**src/count_weighted_column_sampler_unit_assert.svh**
```systemverilog
// assertion macros for the count-weighted column sampler
// no dependencies; included by the modules that carry assertions
`ifndef COUNT_WEIGHTED_COLUMN_SAMPLER_UNIT_ASSERT_SVH
`define COUNT_WEIGHTED_COLUMN_SAMPLER_UNIT_ASSERT_SVH

`ifndef NO_ASSERTIONS

// concurrent check, off while reset is asserted
`define CWCS_ASSERT(lbl, clk, rst_n, prop, msg) \
  lbl: assert property (@(posedge clk) disable iff (!rst_n) prop) else $error(msg);

// concurrent check, also active during reset
`define CWCS_ASSERT_ALWAYS(lbl, clk, prop, msg) \
  lbl: assert property (@(posedge clk) prop) else $error(msg);

`else

`define CWCS_ASSERT(lbl, clk, rst_n, prop, msg)
`define CWCS_ASSERT_ALWAYS(lbl, clk, prop, msg)

`endif

`endif

```
**src/cwcs_pkg.sv**
```systemverilog
// shared constants and types of the count-weighted column sampler
// no dependencies
package cwcs_pkg;

  // parameter defaults
  localparam int MAX_COLUMNS_DEF = 64;
  localparam int RAND_BITS_DEF   = 16;
  localparam int COUNT_BITS_DEF  = 24;

  // field and register widths
  localparam int RAND_W  = 16;
  localparam int COL_W   = 6;
  localparam int CONST_W = 16;
  localparam int NCOL_W  = 7;

  // apb port
  localparam int APB_ADDR_W = 3;
  localparam int APB_DATA_W = 32;

  // register reset values
  localparam logic [CONST_W-1:0] REG_CONST_RESET = 16'd1000;
  localparam logic [NCOL_W-1:0]  REG_NCOL_RESET  = 7'd64;

  // register index, taken from paddr bit 2
  localparam logic REG_CONST = 1'b0;
  localparam logic REG_NCOL  = 1'b1;

  // shared unit operations
  typedef enum logic {
    ALU_ADD,
    ALU_SUB
  } alu_op_e;

endpackage

```
**src/cwcs_ram.sv**
```systemverilog
// generic single-write, single-read ram with registered read data
// no dependencies
module cwcs_ram #(
  parameter int WIDTH = 24,
  parameter int DEPTH = 64
) (
  input  logic                     clk_i,
  input  logic                     we_i,
  input  logic [$clog2(DEPTH)-1:0] waddr_i,
  input  logic [WIDTH-1:0]         wdata_i,
  input  logic [$clog2(DEPTH)-1:0] raddr_i,
  output logic [WIDTH-1:0]         rdata_o
);

  logic [WIDTH-1:0] mem_q [DEPTH];

  // write port and registered read port
  always_ff @(posedge clk_i) begin
    if (we_i) begin
      mem_q[waddr_i] <= wdata_i;
    end
    rdata_o <= mem_q[raddr_i];
  end

endmodule

```
**src/cwcs_alu.sv**
```systemverilog
// shared three-operand adder / subtractor with carry or borrow flag
// depends on cwcs_pkg
module cwcs_alu import cwcs_pkg::*; #(
  parameter int W = 26
) (
  input  logic [W-1:0] a_i,
  input  logic [W-1:0] b_i,
  input  logic [W-1:0] c_i,
  input  alu_op_e      op_i,
  output logic [W-1:0] res_o,
  output logic         flag_o
);

  logic [W+1:0] ext;

  // add: flag marks a carry out of W bits; sub: flag marks a negative result
  always_comb begin
    unique case (op_i)
      ALU_ADD: begin
        ext    = (W+2)'(a_i) + (W+2)'(b_i) + (W+2)'(c_i);
        flag_o = |ext[W+1:W];
      end
      ALU_SUB: begin
        ext    = (W+2)'(a_i) - (W+2)'(b_i) - (W+2)'(c_i);
        flag_o = ext[W+1];
      end
      default: begin
        ext    = '0;
        flag_o = 1'b0;
      end
    endcase
  end

  assign res_o = ext[W-1:0];

endmodule

```
**src/count_weighted_column_sampler_unit.sv**
```systemverilog
// requests: one at a time; the scan visits 1..n columns, n being the effective column count
// a new request is taken only after the result has moved to the result register; the shared adder handles the
//   16-step share division, the RAND_BITS-step threshold multiply and one column per cycle
// reset: asynchronous, active low; afterwards a pass over all MAX_COLUMNS entries clears the count
//   memory, during which no request is taken (register writes still are)
// top level of the count-weighted column sampler
// depends on cwcs_pkg, cwcs_alu, cwcs_ram and the assertion macro header
`include "count_weighted_column_sampler_unit_assert.svh"

module count_weighted_column_sampler_unit import cwcs_pkg::*; #(
  parameter int MAX_COLUMNS = MAX_COLUMNS_DEF,
  parameter int RAND_BITS   = RAND_BITS_DEF,
  parameter int COUNT_BITS  = COUNT_BITS_DEF
) (
  input  logic                  clk_i,
  input  logic                  rst_ni,
  // request stream
  input  logic                  s_axis_tvalid,
  output logic                  s_axis_tready,
  input  logic [15:0]           s_axis_tdata,   // [15:0] random_value
  // result stream
  output logic                  m_axis_tvalid,
  input  logic                  m_axis_tready,
  output logic [7:0]            m_axis_tdata,   // [5:0] column_index, [7:6] zero
  // register port
  input  logic                  psel,
  input  logic                  penable,
  input  logic                  pwrite,
  input  logic [APB_ADDR_W-1:0] paddr,
  input  logic [APB_DATA_W-1:0] pwdata,
  output logic [APB_DATA_W-1:0] prdata,
  output logic                  pready
);

  localparam int IW  = $clog2(MAX_COLUMNS);
  localparam int NB  = $clog2(MAX_COLUMNS + 1);
  localparam int NW  = (NB > NCOL_W) ? NB : NCOL_W;
  localparam int DW  = ((COUNT_BITS > CONST_W) ? COUNT_BITS : CONST_W) + 1;
  localparam int AW  = DW + 1;
  localparam int SW  = (RAND_BITS > CONST_W) ? RAND_BITS : CONST_W;
  localparam int STW = $clog2(SW);

  typedef enum logic [3:0] {
    ST_CLEAR,
    ST_IDLE,
    ST_INC,
    ST_DIV,
    ST_DENOM,
    ST_MUL,
    ST_PRIME,
    ST_SCAN,
    ST_FETCH,
    ST_WRITE,
    ST_OUT
  } state_e;

  state_e               state_q;
  logic [RAND_BITS-1:0] r_q;
  logic [NB-1:0]        n_q;
  logic [COUNT_BITS-1:0] cc_q;
  logic [CONST_W-1:0]   c_sh_q;
  logic [NB-1:0]        rem_q;
  logic [CONST_W-1:0]   share_q;
  logic [DW-1:0]        denom_q;
  logic [DW-1:0]        hi_q;
  logic [STW-1:0]       step_q;
  logic [IW-1:0]        idx_q;
  logic [IW-1:0]        pick_q;
  logic                 m_valid_q;
  logic [COL_W-1:0]     m_col_q;

  logic [CONST_W-1:0]   reg_const_q;
  logic [NCOL_W-1:0]    reg_ncol_q;

  // register port
  logic cfg_wr;
  assign pready = 1'b1;
  assign cfg_wr = psel && penable && pwrite;

  always_ff @(posedge clk_i or negedge rst_ni) begin
    if (!rst_ni) begin
      reg_const_q <= REG_CONST_RESET;
      reg_ncol_q  <= REG_NCOL_RESET;
    end else if (cfg_wr) begin
      unique case (paddr[2])
        REG_CONST: reg_const_q <= pwdata[CONST_W-1:0];
        REG_NCOL:  reg_ncol_q  <= pwdata[NCOL_W-1:0];
        default:   ;
      endcase
    end
  end

  always_comb begin
    unique case (paddr[2])
      REG_CONST: prdata = APB_DATA_W'(reg_const_q);
      REG_NCOL:  prdata = APB_DATA_W'(reg_ncol_q);
      default:   prdata = '0;
    endcase
  end

  // effective column count: zero acts as one, capped at the memory depth
  logic [NW-1:0] ncol_ext;
  logic [NB-1:0] n_eff;
  always_comb begin
    ncol_ext = NW'(reg_ncol_q);
    if (ncol_ext == '0) begin
      n_eff = NB'(1);
    end else if (ncol_ext > NW'(MAX_COLUMNS)) begin
      n_eff = NB'(MAX_COLUMNS);
    end else begin
      n_eff = ncol_ext[NB-1:0];
    end
  end

  // random fraction, low RAND_BITS bits
  logic [31:0] rnd_ext;
  assign rnd_ext = 32'(s_axis_tdata);

  // count memory
  logic                  ram_we;
  logic [IW-1:0]         ram_waddr;
  logic [COUNT_BITS-1:0] ram_wdata;
  logic [IW-1:0]         ram_raddr;
  logic [COUNT_BITS-1:0] ram_rdata;

  cwcs_ram #(
    .WIDTH (COUNT_BITS),
    .DEPTH (MAX_COLUMNS)
  ) u_count_ram (
    .clk_i   (clk_i),
    .we_i    (ram_we),
    .waddr_i (ram_waddr),
    .wdata_i (ram_wdata),
    .raddr_i (ram_raddr),
    .rdata_o (ram_rdata)
  );

  // shared adder
  logic [AW-1:0] alu_a, alu_b, alu_c, alu_res;
  alu_op_e       alu_op;
  logic          alu_flag;

  cwcs_alu #(
    .W (AW)
  ) u_alu (
    .a_i    (alu_a),
    .b_i    (alu_b),
    .c_i    (alu_c),
    .op_i   (alu_op),
    .res_o  (alu_res),
    .flag_o (alu_flag)
  );

  // division trial value: remainder with the next dividend bit shifted in
  logic [NB:0] trial;
  assign trial = {rem_q, c_sh_q[CONST_W-1]};

  // operand selection per step
  always_comb begin
    alu_a  = '0;
    alu_b  = '0;
    alu_c  = '0;
    alu_op = ALU_ADD;
    unique case (state_q)
      ST_INC: begin
        alu_a = AW'(cc_q);
        alu_b = AW'(1'b1);
      end
      ST_DIV: begin
        alu_a  = AW'(trial);
        alu_b  = AW'(n_q);
        alu_op = ALU_SUB;
      end
      ST_DENOM: begin
        alu_a = AW'(cc_q);
        alu_b = AW'(reg_const_q);
      end
      ST_MUL: begin
        alu_a = AW'(hi_q);
        alu_b = r_q[0] ? AW'(denom_q) : '0;
      end
      ST_SCAN: begin
        alu_a  = AW'(hi_q);
        alu_b  = AW'(ram_rdata);
        alu_c  = AW'(share_q);
        alu_op = ALU_SUB;
      end
      ST_WRITE: begin
        alu_a = AW'(ram_rdata);
        alu_b = AW'(1'b1);
      end
      default: ;
    endcase
  end

  // memory addressing
  logic scan_last;
  assign scan_last = (NB'(idx_q) == n_q - NB'(1));

  always_comb begin
    unique case (state_q)
      ST_SCAN:  ram_raddr = idx_q + IW'(1);
      ST_FETCH: ram_raddr = pick_q;
      default:  ram_raddr = '0;
    endcase
  end

  always_comb begin
    ram_we    = 1'b0;
    ram_waddr = pick_q;
    ram_wdata = alu_res[COUNT_BITS-1:0];
    unique case (state_q)
      ST_CLEAR: begin
        ram_we    = 1'b1;
        ram_waddr = idx_q;
        ram_wdata = '0;
      end
      ST_WRITE: ram_we = !alu_res[COUNT_BITS];
      default: ;
    endcase
  end

  // sequencer with its registered outputs
  always_ff @(posedge clk_i or negedge rst_ni) begin
    if (!rst_ni) begin
      state_q   <= ST_CLEAR;
      r_q       <= '0;
      n_q       <= NB'(1);
      cc_q      <= '0;
      c_sh_q    <= '0;
      rem_q     <= '0;
      share_q   <= '0;
      denom_q   <= '0;
      hi_q      <= '0;
      step_q    <= '0;
      idx_q     <= '0;
      pick_q    <= '0;
      m_valid_q <= 1'b0;
      m_col_q   <= '0;
    end else begin
      // result register: loaded from the output step, emptied on a handshake
      if (state_q == ST_OUT && (!m_valid_q || m_axis_tready)) begin
        m_valid_q <= 1'b1;
      end else if (m_valid_q && m_axis_tready) begin
        m_valid_q <= 1'b0;
      end
      unique case (state_q)
        ST_CLEAR: begin
          idx_q <= idx_q + IW'(1);
          if (idx_q == IW'(MAX_COLUMNS - 1)) begin
            state_q <= ST_IDLE;
          end
        end
        ST_IDLE: begin
          if (s_axis_tvalid) begin
            r_q     <= rnd_ext[RAND_BITS-1:0];
            n_q     <= n_eff;
            state_q <= ST_INC;
          end
        end
        // saturating call count
        ST_INC: begin
          if (!alu_res[COUNT_BITS]) begin
            cc_q <= alu_res[COUNT_BITS-1:0];
          end
          c_sh_q  <= reg_const_q;
          rem_q   <= '0;
          share_q <= '0;
          step_q  <= STW'(CONST_W - 1);
          state_q <= ST_DIV;
        end
        // restoring division, one quotient bit per cycle
        ST_DIV: begin
          rem_q   <= alu_flag ? trial[NB-1:0] : alu_res[NB-1:0];
          share_q <= {share_q[CONST_W-2:0], !alu_flag};
          c_sh_q  <= c_sh_q << 1;
          step_q  <= step_q - STW'(1);
          if (step_q == '0) begin
            state_q <= ST_DENOM;
          end
        end
        ST_DENOM: begin
          denom_q <= alu_res[DW-1:0];
          hi_q    <= '0;
          step_q  <= STW'(RAND_BITS - 1);
          state_q <= ST_MUL;
        end
        // shift-add multiply keeping only the bits above RAND_BITS
        ST_MUL: begin
          hi_q    <= alu_res[AW-1:1];
          r_q     <= r_q >> 1;
          step_q  <= step_q - STW'(1);
          if (step_q == '0) begin
            state_q <= ST_PRIME;
          end
        end
        ST_PRIME: begin
          idx_q   <= '0;
          state_q <= ST_SCAN;
        end
        // residual threshold minus running sum; pick where it turns negative
        ST_SCAN: begin
          if (alu_flag) begin
            pick_q  <= idx_q;
            state_q <= ST_FETCH;
          end else if (scan_last) begin
            pick_q  <= '0;
            state_q <= ST_FETCH;
          end else begin
            hi_q  <= alu_res[DW-1:0];
            idx_q <= idx_q + IW'(1);
          end
        end
        ST_FETCH: state_q <= ST_WRITE;
        ST_WRITE: state_q <= ST_OUT;
        ST_OUT: begin
          if (!m_valid_q || m_axis_tready) begin
            m_col_q   <= COL_W'(pick_q);
            state_q   <= ST_IDLE;
          end
        end
        default: state_q <= ST_IDLE;
      endcase
    end
  end

  assign s_axis_tready = (state_q == ST_IDLE);
  assign m_axis_tvalid = m_valid_q;
  assign m_axis_tdata  = 8'(m_col_q);

  // checks
  `CWCS_ASSERT_ALWAYS(a_clear_blocks_req, clk_i, (state_q == ST_CLEAR) |-> !s_axis_tready, "request taken during clearing pass")
  `CWCS_ASSERT(a_ncol_range, clk_i, rst_ni, (state_q != ST_IDLE && state_q != ST_CLEAR) |-> (n_q != '0 && n_q <= NB'(MAX_COLUMNS)), "effective column count out of range")
  `CWCS_ASSERT(a_scan_bound, clk_i, rst_ni, (state_q == ST_SCAN) |-> (NB'(idx_q) < n_q), "scan ran past the last column")
  `CWCS_ASSERT(a_thresh_below_denom, clk_i, rst_ni, (state_q == ST_PRIME) |-> (hi_q < denom_q), "threshold not below denominator")
  `CWCS_ASSERT(a_result_from_out, clk_i, rst_ni, $rose(m_valid_q) |-> ($past(state_q) == ST_OUT), "result raised outside output step")

endmodule
```
**config.mk**
```make
export PLATFORM = sky130hd
export DESIGN_NAME = count_weighted_column_sampler_unit
export DESIGN_NICKNAME = d
export VERILOG_FILES = /design/src/cwcs_pkg.sv /design/src/cwcs_ram.sv /design/src/cwcs_alu.sv /design/src/count_weighted_column_sampler_unit.sv
export VERILOG_INCLUDE_DIRS = /design/src /design/src/src
export SDC_FILE = /design/constraint.sdc
export NUM_CORES = 2
export LEC_CHECK = 0
export CAP_MARGIN = 20
export CORE_MARGIN = 2
export CORE_UTILIZATION = 55
export DETAILED_ROUTE_END_ITERATION = 10
export DONT_BUFFER_PORTS = 1
export MAX_ROUTING_LAYER = met4
export PLACE_DENSITY = 0.69
export SLEW_MARGIN = 5
export SYNTH_ARGS = -nofsm -noshare
export SYNTH_HDL_FRONTEND = slang
export SYNTH_SLANG_ARGS = --single-unit
```
**constraint.sdc**
```tcl
create_clock -name clk_i -period 11.4 [get_ports clk_i]
set_input_delay 0.57 -clock clk_i [delete_from_list [all_inputs] [get_ports clk_i]]
set_output_delay 0.57 -clock clk_i [all_outputs]
set_load 0.01 [all_outputs]
```
**After elaboration in Yosys (flattened, before gate mapping)**

Memories as Yosys holds them, arrays and structs flattened. A register that Yosys moved wholly into a read port is not among the register bits.
Cells that the tools add are included.

- Output and inout port bits: 43
- Latch bits: 0
- Logic and storage cells: 123
- Input bits: 58
- Memories: 1
- Bits in read-only memories: 0
- Bits in writable memories: 1536
- Bits in registers: 186

Memory list:

| name | depth | width | rd ports | clocked after Yosys merged registers in | write ports | line | RTL |
|---|---|---|---|---|---|---|---|
| u_count_ram.mem_q | 64 | 24 | 1 | 1 | 1 | cwcs_ram.sv:15 | `logic [WIDTH-1:0] mem_q [DEPTH];` |

- Equal/unequal tests: 20
- Bitwise operators: 3
- Multiplexer cells: 41
- Multipliers: 0
- Shifts and indexed selects: 0
- Reductions and logical operators: 34
- Add/subtract/negate cells: 7
- Magnitude comparators: 1
- Divide/modulo/power cells: 0

Operator list:

| operator | number |
|---|---|
| $pmux W25 S5 | 1 |
| $pmux W25 S4 | 1 |
| $pmux W16 S2 | 3 |
| $mux W25 | 3 |
| $pmux W25 S3 | 1 |
| $pmux W32 S2 | 1 |
| $pmux W26 S2 | 1 |
| $pmux W4 S11 | 1 |
| $mux W16 | 2 |
| $mux W6 | 5 |
| $mux W4 | 7 |
| $sub A28 B16 Y28 | 1 |
| $add A26 B16 Y27 | 1 |
| $add A25 B25 Y26 | 1 |
| $sub A25 B25 Y26 | 1 |
| $mux W24 | 1 |
| $mux W7 | 3 |
| $pmux W6 S3 | 1 |
| $eq A4 B3 Y1 const B | 4 |
| $pmux W7 S2 | 1 |
| $reduce_and A2 Y1 | 7 |
| $eq A4 B4 Y1 const B | 3 |
| $ne A2 B2 Y1 const B | 6 |
| $pmux W6 S2 | 1 |
| other kinds (24) | 49 |

**Logic depth before layout (Yosys ltp)**

- Depth after elaboration: 10
- Gate-level depth with buffers: 28
- Gate-level depth less buffers: 24

**By module**

A second synthesis with hierarchy kept.

- Cells, all modules: 4215
- Area total of the unflattened synthesis: 74036.0 um2

Modules (own cells, without submodules):

| module | area each (um2) | times used | sequential area each (um2) | cells each |
|---|---|---|---|---|
| cwcs_ram | 59295.6 | 1 | 46604.7 | 2610 |
| count_weighted_column_sampler_unit | 9843.2 | 1 | 4664.5 | 933 |
| cwcs_alu | 4897.2 | 1 | 0.0 | 672 |

**Worst setup path after synthesis**

No wires, ideal clock.

- Path type: register to register
- From: reg state_q[1]
- To: mem u_count_ram.mem_q[0][18] (data pin)
- Cell stages (with the launch flop): 26
- Period minus slack after synthesis: 8.067 ns
- Library setup time: 0.681 ns
- Path buffers: 4
- Setup slack: 3.333 ns
- Data arrival time: 7.386 ns
- Required time: 10.719 ns
- Path through: dfrtp_1 > clkbuf_1 > clkbuf_1 > nand3_1 > clkbuf_1 > nor2_1 > clkbuf_1 > a222oi_1 > nand2_1 > inv_1 > ha_1 > fa_1 > nand2b_1 > a21o_1 > a32o_1 > o21bai_1 > xor2_1 > ha_1 > a21oi_1 > o21ai_0 > a21oi_1 > o21ai_0 > a21oi_1 > xor2_1 > nor2_1 > nor3_1

- Word-level cells in the longest chain between the ends: 7
- Elaborated cells on any way between the ends: 22
- Those cells by class: add/sub: 4; eq/ne: 6; mux: 6; bitwise: 1; reduce/logical: 5

RTL lines:

| what | line | RTL |
|---|---|---|
| start, declared | count_weighted_column_sampler_unit.sv:57 | `state_e state_q;` |
| start signal, assigned | count_weighted_column_sampler_unit.sv:226 | `state_q <= ST_CLEAR;` |
| start signal, assigned | count_weighted_column_sampler_unit.sv:251 | `state_q <= ST_IDLE;` |
| start signal, assigned | count_weighted_column_sampler_unit.sv:258 | `state_q <= ST_INC;` |
| $eq A4 B2 Y1, or another cell as far along | count_weighted_column_sampler_unit.sv:164 | `unique case (state_q)` |
| $reduce_or A2 Y1 (no source line) | n/a |  |
| $pmux W25 S5 or $pmux W25 S4 (tied branches) | count_weighted_column_sampler_unit.sv:164 |  |
| $sub A25 B25 Y26 or $add A25 B25 Y26 (tied branches) | cwcs_alu.sv:24, cwcs_alu.sv:20 |  |
| $sub A28 B16 Y28 or $add A26 B16 Y27 (tied branches) | cwcs_alu.sv:24, cwcs_alu.sv:20 |  |
| $pmux W26 S2 | cwcs_alu.sv:18 | `unique case (op_i)` |
| $mux W24 (*) | count_weighted_column_sampler_unit.sv:212 | `unique case (state_q)` |
| named net ram_wdata[18] | count_weighted_column_sampler_unit.sv:122 | `logic [COUNT_BITS-1:0] ram_wdata;` |
| end, declared | cwcs_ram.sv:15 |  |

The timed path passes the listed nets; every way through them passes the cells marked *.

**Worst setup path after layout**

- From: reg state_q[1]
- To: mem u_count_ram.mem_q[15][21] (data pin)

Same word-level chain as after synthesis.

==> flow_summary.yaml <==
detailed_routing:
  wl_um: 202900
  ant_nets: 0
  vias: 51211
  drc: 0
  firstDrtPassIters: 7
  drt_iter0_markers: 6593
  wl_per_cell_um: 24.77
  vias_per_cell: 6.251
finish:
  fill_cells: 10428
  final_common_cell: "nand2_1"
  multi_input_area_um2: 22280
  layout-area-overhead-vs-synth_pct: 10.40
  fin_nets: 6425
  antenna_cells: 0
  final_cell_area_um2: 83130
  seqCellArea_um2: 51270
  utilization: 0.6129
  layout-drive-gt1-share: 0.08719
  mostFrequentLayoutCells: "nand2_1, edfxtp_1, nand3_1"
global_routing:
  grt_pass1_wl_um: 303800
  antenna_found_initial: 4
  met2_usage: 0.4547
  busiest_layer: "met2"
  use_met3: 0.05328
  use_met1: 0.3989
  grt_max_degree: 187
  grt-ovfl-total: 0
  grt_pass1_vias: 48463
  grt_use_total: 0.2958
cts:
  clock_latency_ns: 0.81
  path_clk_slew_ns: 0.06
  cts_buffers: 174
  cts_buffer_depth: 3
  cts_resized: 0
  clock-sinks: 1746
  htreeDepth: 4
  cts-root-buf: "clkbuf_16"
  cts_tree: "done"
floorplanning:
  die_w_um: 374.0
  ios: 101
  row_count: 135
  start_util: 0.5552
  die_y_um: 374.0
  core_um2: 135600
  fp.dieArea_um2: 139900
sta:
  setup_viol: 0
  period_minus_slack_ns: 8.473
  rsz0062_at_grt: "no"
  skew_ns: 0.03604
  drv_slew: 0
  worst_pin_slew_ns: 1.294
  hold_viol: 0
  fmax_mhz: 118.0
  timing.final.crit_share: 0.7433
  tns_ns: 0
  slew_headroom: 0.1373
min_path:
  min_path_cells: 2
  hold_path.class: "in -> reg"
yosys:
  synth_ff_type: "edfxtp_1"
  synth_sequential_area_ratio: 0.6808
  avgSynthCellArea_um2: 11.89
  ys_ff_latch: 1746
  async_reset_ff_frac: 0.1065
  synth_edf_count: 1536
  syn_area_um2: 75300
  netlist_instances: 6334
  synth_cell_types: 81
  yosys_warnings: 0
critical_path:
  slowest_stage: "dfrtp_1"
  start_kind: "flop"
  cpPeakStageDelay_ns: 0.98
  worstPathRequired_ns: 11.96
  path_class: "reg -> reg"
  crit_chain: "nand2b_1, nor2_2, and2_1, buf_4, a221oi_1, o21ai_0, ha_1, fa_1, nand2b_1, a21o_1, a32o_1, o21bai_1, xor2_1, ha_1, a21oi_1, o21ai_0, a31oi_1, o21ai_0, nor4b_4, nand2_1, xor2_1, mux2_2, nor2_4, buf_4"
  arrival_ns: 9.04
  reg2regPathDepth: 24
  r2r_slack_ns: 2.93
  end_kind: "flop"
  cp_max_fo: 33
  cp_common_cell: "o21ai_0"
outcome:
  outcome: "completed"
placed_design:
  place.gp.congestion: 0.9606
  numPortBuffers: 0
  hpwl_um: 114200
  post_dp_cell_area_um2: 77400
job:
  maxCapViolCount: 0
==> per-layer routing <==
| layer | share of wire | vias to the layer above | wire, um |
|---|---|---|---|
| met5 | 0 | - | 0 |
| met4 | 0.033 | 0 | 6782 |
| met3 | 0.088 | 398 | 17950 |
| met2 | 0.47 | 2368 | 96040 |
| met1 | 0.40 | 25413 | 82180 |
| li1 | - | 23032 | - |
==> critical path, delay by kind of cell (launching register included) <==
family / cells / cell delay (ns)
AND/OR/NAND/NOR: 7 / 2.34
flip-flops: 1 / 0.98
buffers and inverters: 2 / 0.80
multiplexers: 1 / 0.32
XOR/XNOR: 2 / 0.38
AO/OA/AOI/OAI: 9 / 2.31
adder cells (fa/ha/maj): 3 / 1.07
==> layout make-up <==
cell class | count | share of cell area
clock buffers | 237 | 0.05698
clock inverters | 80 | 0.007254
inverters | 97 | 0.004380
multi-input cells | 4061 | 0.2679
flip-flops and latches | 1746 | 0.6167
well taps | 1781 | 0.02680
repair buffers | 190 | 0.01993
==> synth_stat cells (21+ instances only) <==
library cell / number / area (um2)
nor3_1: 23 / 115.1
a311oi_1: 240 / 2102
nand2_1: 1751 / 6573
a22o_1: 37 / 324.1
nand3_1: 799 / 3999
mux2_2: 40 / 450.4
o21ai_0: 129 / 645.6
edfxtp_1: 1536 / 46120
ha_1: 78 / 975.9
dfrtp_1: 178 / 4454
xnor2_1: 42 / 367.9
a21oi_1: 126 / 630.6
buf_2: 111 / 555.5
a222oi_1: 25 / 250.2
clkbuf_1: 284 / 1066
buf_1: 26 / 97.59
nor2_1: 162 / 608.1
inv_1: 97 / 364.1
nand2b_1: 23 / 143.9
o21a_1: 29 / 217.7
a21o_1: 21 / 157.7
buf_4: 22 / 165.2
dfxtp_1: 24 / 480.5
a31oi_1: 61 / 381.6
a211oi_1: 35 / 262.8
and3_1: 102 / 638.1
xor2_1: 23 / 201.4
mux2i_1: 28 / 280.3
==> cell families after synthesis <==
kind of cell | count (synthesis) | synth area share
xor+xnor | 65 | 0.007560
fa+ha+maj | 97 | 0.01801
compound gates | 857 | 0.08364
flops | 1746 | 0.6808
mux | 69 | 0.009903
simple gates | 2954 | 0.1696
other cells | 2 | 0.00009973
buf+inv | 544 | 0.03037
==> final timing paths <==
| check | start | endpoint |
|---|---|---|
| min in group asynchronous | rst_ni | m_axis_tvalid |
| max | state_q[1] | u_count_ram.mem_q[15][21] |
| max in group asynchronous | rst_ni | denom_q[10] |
| max reg2reg | state_q[1] | u_count_ram.mem_q[15][21] |
| min | s_axis_tdata[10] | r_q[10] |
| min reg2reg | r_q[14] | r_q[13] |
==> stage by stage <==
step,hold slack [ns],instances,setup slack [ns]
CTS,0.007486,8185,3.004
floorplan,0.2744,6351,3.333
finish,0.02971,8192,2.927
global route,0.02993,8192,2.502
detailed placement,0.2970,7836,3.062
global placement,0.2971,7835,3.186
==> registers in the layout, indices dropped and copies added (netlist names) <==
name	count
m_axis_tvalid	1
ncol_ext	7
u_count_ram.rdata_o	24
n_q	7
m_col_q	6
reg_const_q	16
u_count_ram.mem_q	1536
state_q	4
pick_q	6
step_q	4
hi_q	25
c_sh_q	16
r_q	16
idx_q	6
denom_q	25
cc_q	24
share_q	16
rem_q	7
==> what timing repair did <==
item,CTS,global route
hold buffers,32,0
endpoints found under the hold margin,223,0
buffers inserted,0,0
Power is not shown: default switching activity piles up to over one toggle a cycle in this logic, so the estimate is an artifact.
